**config.mk**
```make
export PLATFORM = sky130hd
export DESIGN_NAME = smx_front
export DESIGN_NICKNAME = d
export VERILOG_FILES = /design/src/sv/smx_pkg.sv /design/src/sv/smx_queue.sv /design/src/sv/smx_front.sv
export SDC_FILE = /design/constraint.sdc
export NUM_CORES = 1
export LEC_CHECK = 0
export BUFFER_PORTS_ARGS = -buffer_cell sky130_fd_sc_hd__buf_2
export CORE_MARGIN = 4
export CORE_UTILIZATION = 40
export CTS_CLUSTER_SIZE = 28
export DETAILED_ROUTE_END_ITERATION = 8
export PLACE_DENSITY = 0.66
export SLEW_MARGIN = 20
export SYNTH_ARGS = -nofsm -noshare
export SYNTH_HDL_FRONTEND = slang
export SYNTH_HIERARCHICAL = 1
export SYNTH_SLANG_ARGS = --single-unit
```
**constraint.sdc**
```tcl
create_clock -name clk_i -period 5.9 [get_ports clk_i]
set_input_delay 0.885 -clock clk_i [delete_from_list [all_inputs] [get_ports clk_i]]
set_output_delay 0.885 -clock clk_i [all_outputs]
set_load 0.02 [all_outputs]
```
**src/sv/smx_pkg.sv**
```systemverilog
// Shared types, constants and float32/bf16 arithmetic functions for the stream mixer.
`timescale 1ns / 1ps
`default_nettype none
package smx_pkg;

  localparam int NS       = 4;
  localparam int MIX_N    = NS * NS;
  localparam int IDX_W    = $clog2(MIX_N);
  localparam int GAIN_W   = $clog2(NS);
  localparam logic [31:0] QNAN_F32 = 32'h7FC0_0000;
  localparam logic [15:0] QNAN_BF16 = 16'h7FC0;

  typedef enum logic [1:0] {
    OP_MIX,
    OP_GAIN,
    OP_DATA
  } smx_op_e;

  typedef struct packed {
    smx_op_e                op;
    logic [IDX_W-1:0]       idx;
    logic [31:0]            value;
    logic [15:0]            layer;
    logic [NS-1:0][15:0]    res;
  } smx_entry_t;

  // Round a magnitude m * 2^e_in to float32, nearest-even, subnormals kept.
  function automatic logic [30:0] pack_mag(input logic [31:0] m, input int e_in);
    int          lz;
    int          e;
    int          sh;
    int          field;
    logic [31:0] mn;
    logic [31:0] t;
    logic        lost;
    logic [23:0] man;
    logic        g;
    logic        st;
    logic        inc;
    logic [31:0] r;
    lz = 32;
    for (int k = 0; k < 32; k++) begin
      if (m[k]) lz = 31 - k;
    end
    if (m == 32'h0) return 31'h0;
    mn = m << lz;
    e  = e_in - lz + 31 + 127;
    if (e >= 255) return {8'hFF, 23'h0};
    if (e < 1) begin
      sh = 1 - e;
      if (sh > 31) begin
        t    = 32'h0;
        lost = |mn;
      end else begin
        t    = mn >> sh;
        lost = |(mn & ((32'h1 << sh) - 32'h1));
      end
      field = 0;
    end else begin
      t     = mn;
      lost  = 1'b0;
      field = e - 1;
    end
    man = t[31:8];
    g   = t[7];
    st  = (|t[6:0]) | lost;
    inc = g & (st | man[0]);
    r   = (32'(field) << 23) + {8'h0, man} + {31'h0, inc};
    return r[30:0];
  endfunction

  // float32 times bf16, rounded to float32.
  function automatic logic [31:0] fmul_f32_bf16(input logic [31:0] a, input logic [15:0] b);
    logic        s;
    logic [7:0]  ea;
    logic [7:0]  eb;
    logic        a_nan;
    logic        b_nan;
    logic        a_inf;
    logic        b_inf;
    logic        a_zero;
    logic        b_zero;
    logic [31:0] m;
    int          e;
    s      = a[31] ^ b[15];
    ea     = a[30:23];
    eb     = b[14:7];
    a_nan  = (ea == 8'hFF) && (a[22:0] != 23'h0);
    b_nan  = (eb == 8'hFF) && (b[6:0] != 7'h0);
    a_inf  = (ea == 8'hFF) && (a[22:0] == 23'h0);
    b_inf  = (eb == 8'hFF) && (b[6:0] == 7'h0);
    a_zero = (a[30:0] == 31'h0);
    b_zero = (b[14:0] == 15'h0);
    if (a_nan || b_nan || (a_inf && b_zero) || (b_inf && a_zero)) return QNAN_F32;
    if (a_inf || b_inf) return {s, 8'hFF, 23'h0};
    m = {8'h0, (ea != 8'h0), a[22:0]} * {24'h0, (eb != 8'h0), b[6:0]};
    e = ((ea == 8'h0) ? 1 : int'(ea)) + ((eb == 8'h0) ? 1 : int'(eb)) - 284;
    return {s, pack_mag(m, e)};
  endfunction

  // float32 add, rounded to nearest-even.
  function automatic logic [31:0] fadd_f32(input logic [31:0] a, input logic [31:0] b);
    logic        a_nan;
    logic        b_nan;
    logic        a_inf;
    logic        b_inf;
    logic [31:0] bg;
    logic [31:0] sm;
    int          ebg;
    int          esm;
    int          d;
    logic [26:0] xl;
    logic [26:0] xs;
    logic [26:0] xsh;
    logic        stk;
    logic [27:0] m;
    logic        s;
    a_nan = (a[30:23] == 8'hFF) && (a[22:0] != 23'h0);
    b_nan = (b[30:23] == 8'hFF) && (b[22:0] != 23'h0);
    a_inf = (a[30:23] == 8'hFF) && (a[22:0] == 23'h0);
    b_inf = (b[30:23] == 8'hFF) && (b[22:0] == 23'h0);
    if (a_nan || b_nan || (a_inf && b_inf && (a[31] != b[31]))) return QNAN_F32;
    if (a_inf) return a;
    if (b_inf) return b;
    if (a[30:0] >= b[30:0]) begin
      bg = a;
      sm = b;
    end else begin
      bg = b;
      sm = a;
    end
    ebg = (bg[30:23] == 8'h0) ? 1 : int'(bg[30:23]);
    esm = (sm[30:23] == 8'h0) ? 1 : int'(sm[30:23]);
    d   = ebg - esm;
    xl  = {(bg[30:23] != 8'h0), bg[22:0], 3'b000};
    xs  = {(sm[30:23] != 8'h0), sm[22:0], 3'b000};
    if (d > 26) begin
      xsh = 27'h0;
      stk = |xs;
    end else begin
      xsh = xs >> d;
      stk = |(xs & ((27'h1 << d) - 27'h1));
    end
    xsh[0] = xsh[0] | stk;
    if (a[31] ^ b[31]) m = {1'b0, xl} - {1'b0, xsh};
    else               m = {1'b0, xl} + {1'b0, xsh};
    s = (m == 28'h0) ? (a[31] & b[31]) : bg[31];
    return {s, pack_mag({4'h0, m}, ebg - 153)};
  endfunction

  // float32 to bf16, nearest-even, any NaN to the canonical quiet NaN.
  function automatic logic [15:0] f32_to_bf16(input logic [31:0] f);
    logic [31:0] t;
    if ((f[30:23] == 8'hFF) && (f[22:0] != 23'h0)) return QNAN_BF16;
    t = f + 32'h0000_7FFF + {31'h0, f[16]};
    return t[31:16];
  endfunction

endpackage
`default_nettype wire

```
**src/sv/smx_queue.sv**
```systemverilog
// Small word queue between the front and back parts of the stream mixer.
`timescale 1ns / 1ps
`default_nettype none
module smx_queue #(
  parameter int DEPTH = 2
) (
  input  wire                 clk_i,
  input  wire                 rst_ni,
  input  wire                 push_i,
  input  smx_pkg::smx_entry_t wdata_i,
  output logic                full_o,
  input  wire                 pop_i,
  output logic                valid_o,
  output smx_pkg::smx_entry_t head_o
);
  import smx_pkg::*;

  localparam int AW = (DEPTH > 1) ? $clog2(DEPTH) : 1;
  localparam int CW = $clog2(DEPTH + 1);

  smx_entry_t      mem_q [DEPTH];
  logic [AW-1:0]   wr_ptr_q, wr_ptr_d;
  logic [AW-1:0]   rd_ptr_q, rd_ptr_d;
  logic [CW-1:0]   cnt_q, cnt_d;
  logic            do_push;
  logic            do_pop;

  assign full_o  = (cnt_q == CW'(DEPTH));
  assign valid_o = (cnt_q != '0);
  assign head_o  = mem_q[rd_ptr_q];
  assign do_push = push_i && !full_o;
  assign do_pop  = pop_i && valid_o;

  always_comb begin
    wr_ptr_d = wr_ptr_q;
    rd_ptr_d = rd_ptr_q;
    cnt_d    = cnt_q;
    if (do_push) wr_ptr_d = (wr_ptr_q == AW'(DEPTH - 1)) ? '0 : wr_ptr_q + AW'(1);
    if (do_pop)  rd_ptr_d = (rd_ptr_q == AW'(DEPTH - 1)) ? '0 : rd_ptr_q + AW'(1);
    if (do_push && !do_pop)      cnt_d = cnt_q + CW'(1);
    else if (do_pop && !do_push) cnt_d = cnt_q - CW'(1);
  end

  always_ff @(posedge clk_i or negedge rst_ni) begin
    if (!rst_ni) begin
      wr_ptr_q <= '0;
      rd_ptr_q <= '0;
      cnt_q    <= '0;
    end else begin
      wr_ptr_q <= wr_ptr_d;
      rd_ptr_q <= rd_ptr_d;
      cnt_q    <= cnt_d;
    end
  end

  always_ff @(posedge clk_i) begin
    if (do_push) mem_q[wr_ptr_q] <= wdata_i;
  end

endmodule
`default_nettype wire

```
**src/sv/smx_front.sv**
```systemverilog
// Front part: accepts input words, classifies them and queues them for the back part.
`timescale 1ns / 1ps
`default_nettype none
module smx_front #(
  parameter int QUEUE_DEPTH = 2
) (
  input  wire                 clk_i,
  input  wire                 rst_ni,
  input  wire                 in_valid_i,
  output logic                in_stall_o,
  input  wire                 kind_i,
  input  wire [4:0]           coef_index_i,
  input  wire [31:0]          coef_value_i,
  input  wire [15:0]          layer_value_i,
  input  wire [smx_pkg::NS-1:0][15:0] res_i,
  input  wire                 pop_i,
  output logic                head_valid_o,
  output smx_pkg::smx_entry_t head_o
);
  import smx_pkg::*;

  smx_entry_t entry;
  logic       keep;
  logic       full;

  // Loads beyond the gain registers are dropped here and never queued.
  always_comb begin
    entry.value = coef_value_i;
    entry.layer = layer_value_i;
    entry.res   = res_i;
    entry.idx   = coef_index_i[IDX_W-1:0];
    keep        = 1'b1;
    if (kind_i) begin
      entry.op = OP_DATA;
    end else if (coef_index_i < 5'(MIX_N)) begin
      entry.op = OP_MIX;
    end else if (coef_index_i < 5'(MIX_N + NS)) begin
      entry.op  = OP_GAIN;
      entry.idx = IDX_W'(coef_index_i - 5'(MIX_N));
    end else begin
      entry.op = OP_MIX;
      keep     = 1'b0;
    end
  end

  assign in_stall_o = full;

  smx_queue #(
    .DEPTH (QUEUE_DEPTH)
  ) u_queue (
    .clk_i   (clk_i),
    .rst_ni  (rst_ni),
    .push_i  (in_valid_i && keep),
    .wdata_i (entry),
    .full_o  (full),
    .pop_i   (pop_i),
    .valid_o (head_valid_o),
    .head_o  (head_o)
  );

endmodule
`default_nettype wire

```
# Yosys cells after proc, flatten, opt, wreduce, memory -nomap -nowiden
# Memories as Yosys holds them, arrays and structs flattened.
# Index checks and enable logic that the tools add are counted.
# word_totals
register_bits	4
mem_bits_rw	236
in_bits	122
out_inout_bits	120
word_cells	37
memories	1
# classes
addsub	5
n_lt_le_gt_ge	2
eq_ne	1
mux	15
n_reduce_logical	10
# memory_table
memory	depth	word_bits	rd	rd_ports_with_merged_regs	write_ports	line	source
u_queue.mem_q	2	118	1	0	1	smx_queue.sv:21	smx_entry_t mem_q [DEPTH];
# ops
cell	count
4-bit two-way mux	3
5-bit < comparator (second input constant)	2
1-bit two-way mux	9
2-bit two-way mux	3
1-bit logical AND	5
2-bit nonzero test	2
4-bit by 1-bit subtractor with 4-bit output (second input constant)	1
1-bit zero test	3
1-bit adder (second input constant)	2
2-bit by 1-bit adder with 2-bit output (second input constant)	1
2-bit equality test (second input constant)	1
2-bit by 1-bit subtractor with 2-bit output (second input constant)	1

# Depth between registers and ports, before layout
# depth
ltp_word	10
depth_mapped	8
mapped_depth_nobuf	8

# Hierarchy
# The synthesis kept the hierarchy.
# by_module_without_submodules
module	instances	cells_each	area_per_inst_um2	seq_area_each_um2
smx_queue	1	386	8755.9	7186.9
smx_front	1	4	30.0	0.0

# Worst setup path after synthesis
# Ideal clock, no wire load.
# synth_path
kind	input to register
start	input coef_index_i[3]
end	memory u_queue/mem_q[0][0] (netlist bit), enable pin
setup_ns	0.596
t_arrival_ns	6.101
required_time_ns	5.304
setup_slack_ns	-0.797
stages	4
path_buffers	0
cell_sequence	nor2_1 > o21a_1 > nand2_1 > nor2_1
# synth_via
elab_chain_cells	8
word_cells_on_any_way	9
cone_classes	order compare: 2; mux: 5; reduce/logical: 2
# synth_rtl
item	line	source
from (decl)	smx_front.sv:12	input wire [4:0] coef_index_i,
5-bit < comparator	smx_front.sv:37	end else if (coef_index_i < 5'(MIX_N + NS)) begin
1-bit two-way mux	smx_front.sv:37	
1-bit two-way mux *	smx_front.sv:35	end else if (coef_index_i < 5'(MIX_N)) begin
1-bit two-way mux *	smx_front.sv:33	if (kind_i) begin
1-bit logical AND *	smx_front.sv:53	.push_i (in_valid_i && keep),
1-bit logical AND *	smx_queue.sv:31	assign do_push = push_i && !full_o;
1-bit two-way mux *	smx_queue.sv:57	if (do_push) mem_q[wr_ptr_q] <= wdata_i;
1-bit two-way mux (implied by the code) *	smx_queue.sv:57	
to (decl)	smx_queue.sv:21	
# Mark *: on every way between the ends. The rest lies on a longest branch, timed or not.

==> run_results.csv <==
group,metric,value,unit
sta,setup_viol,0,
setup_path,arrival,2320,ps
finish,diodes,0,
floorplanning,fp.dieW,156,um
finish,drive_above_1_share,60.3,%
grt,grt_usage,13.5,%
run_status,status,"completed",
power,p_leak,4.13,nW
detailed_routing,avgRoutedWirePerCell,18.2,um
detailed_routing,vias,4428,
grt,grt_max_degree,104,
clocking,cts_buffers,25,
detailed_routing,firstDrtPassIters,4,
clocking,cts_max_path_buffers,3,
grt,grt_remaining_overflow,0,
clocking,ctsResizeCount,0,
setup_path,crit_fanout,53,
grt,grt_first_pass_wirelength,25900,um
synthesis,syn-mean-instance-area,22.5,um^2
sta,relSlewSlack,52.1,%
detailed_routing,ant_nets,0,
sta,rsz0062_at_grt,"no",
synthesis,netlist.area_leader.share,80.7,%
synthesis,synthTopCellsByArea,"edfxtp_1, mux2_2, buf_6, dfrtp_1, xnor2_1",
clocking,cts_root_buffer,"clkbuf_16",
sta,period_needed,3210,ps
setup_path,worstSetupEndpointType,"output port",
synthesis,ys_types,17,
setup_path,path_cells,"buf_4 > mux2_2 > buf_2",
floorplanning,io_pins,242,
clocking,post-cts-setup-buffers,0,
setup_path,slowest_stage,"buf_4",
setup_path,cp-start-kind,"register",
grt,grt_pass1_vias,4753,
floorplanning,die_h,156,um
floorplanning,coreArea,21300,um^2
synthesis,yosys.area.top_type,"edfxtp_1",
sta,worst_clock_skew,6.12,ps
sta,timing.final.crit_share,54.4,%
synthesis,syn_inst,390,
place,dp_slack,2650,ps
grt,antenna_found_initial,3,
detailed_routing,routed_via_density,4.70,
sta,hold_viol_final,0,
sta,maxSlewViolCount,0,
sta,setup_ws,2690,ps
synthesis,ys_seq_area_share,81.8,%
power,ir_worst_vdd,334,uV
synthesis,yosys_warnings,6,
clocking,clkTransAtPathRegs,60,ps
synthesis,synth-seq-cells,240,
setup_path,cp_data_required_time,5020,ps
synthesis,syn_area,8790,um^2
detailed_routing,first_iter_violations,181,
place,dp_cells,897,
clocking,htreeDepth,1,
place,dp.final_hpwl,11400,um
clocking,cts_hold_buf,0,
finish,fin_nets,773,
setup_path,crit_type,"reg -> out",
detailed_routing,drc,0,
finish,final_cell_count_no_fill,943,
finish,fin_area,11100,um^2
clocking,clock_sinks,240,
hold_path,hold_path.class,"in -> async",
job,drv_cap,0,
clocking,worst_skew_pair.late_latency,490,ps
place,placedInstanceArea,10300,um^2
sta,tightest_slew,719,ps
finish,syn2layout_area_growth,26.0,%
floorplanning,initial_utilization,41.3,%
synthesis,syn-num-nets,513,
finish,layout_commonest_cell,"buf_2",
sta,setup_tns,0,ps
place,place_congestion,0.767,
floorplanning,num_rows,53,
sta,fmax,0.312,GHz
clocking,cts_tree,"done",
setup_path,cpPeakStageDelay,620,ps
finish,layout_common_cells,"buf_2, edfxtp_1, mux2_2",
floorplanning,dieArea,24400,um^2
power,p_per_area,505,nW/um^2
detailed_routing,drt-total-wl,17200,um
place,port_buffers,241,
==> synth_stat cells <==
master / count
and3_1: 1
buf_4: 1
buf_6: 12
dfrtp_1: 4
edfxtp_1: 236
ha_1: 1
inv_1: 2
mux2_2: 118
nand2_1: 2
nand2b_1: 1
nand2b_4: 1
nor2_1: 3
nor3_1: 1
o21a_1: 1
or2_2: 1
xnor2_1: 3
xor2_1: 2
==> kinds of logic after synthesis <==
| logic type | synth area share (%) |
|---|---|
| compound gates | 0.0855 |
| xor+xnor | 0.499 |
| fa+ha+maj | 0.142 |
| buf+inv | 1.71 |
| flops | 81.8 |
| mux | 15.1 |
| simple gates | 0.641 |
==> sequential cells by signal, summed over array words and instances (netlist names) <==
| name | flops |
|---|---|
| u_queue/cnt_q | 2 |
| u_queue/mem_q | 236 |
| u_queue/rd_ptr_q | 1 |
| u_queue/wr_ptr_q | 1 |
==> stage by stage <==
step	total power, mW	utilization (%)	hold slack [ps]
after CTS	5.67	51.9	165
after detailed placement	4.15	48.2	515
after global placement	4.11	48.2	474
final	5.59	52.0	195
after floorplan	3.66	-	456
after global routing	5.87	52.0	170
==> metal layers <==
layer	track usage (%)	vias up	routed length, um
li1	-	2062	-
met1	17.2	2157	6820
met2	22.8	172	8550
met3	4.27	31	1450
met4	2.77	6	322
met5	0	-	41
==> worst max-delay path, delay by kind of cell (launching register included) <==
kind / cells / cell delay, ps
flops: 1 / 570
buf+inv: 2 / 780
mux: 1 / 420
==> path summary, 6_finish.rpt <==
check | start | to | slack (ps) | depth (start not counted)
worst max-delay path | u_queue/rd_ptr_q$_DFFE_PN0P_ | head_o[12] | 2690 | 3
worst min-delay path | rst_ni | u_queue/cnt_q[0]$_DFFE_PN0P_ | 190 | 1
worst max register to register | u_queue/cnt_q[0]$_DFFE_PN0P_ | u_queue/mem_q[0][13]$_DFFE_PP_ | 3710 | 4
worst min register to register | u_queue/cnt_q[1]$_DFFE_PN0P_ | u_queue/cnt_q[1]$_DFFE_PN0P_ | 540 | 1
max in group asynchronous | rst_ni | u_queue/rd_ptr_q$_DFFE_PN0P_ | 5560 | 1
min in group clk_i | u_queue/cnt_q[1]$_DFFE_PN0P_ | u_queue/cnt_q[1]$_DFFE_PN0P_ | 540 | 1
==> where the power goes <==
part	total [mW]	leakage, nW	internal [mW]	switching, mW
clock	1.49	0.384	0.910	0.584
sequential	2.36	2.23	2.26	0.0957
combinational	1.74	1.52	0.675	1.07
total	5.59	4.13	3.85	1.75
==> cell type report <==
cell class                      instances  area, um^2
Fill cell                            1707       10200
Sequential cell                       240        7190
Tap cell                              275         344
Timing Repair Buffer                  246        1280
Inverter                                2        7.51
Clock inverter                         12         134
Clock buffer                           33         656
Multi-Input combinational cell        135        1460
Power figures use the tool's default switching activity.
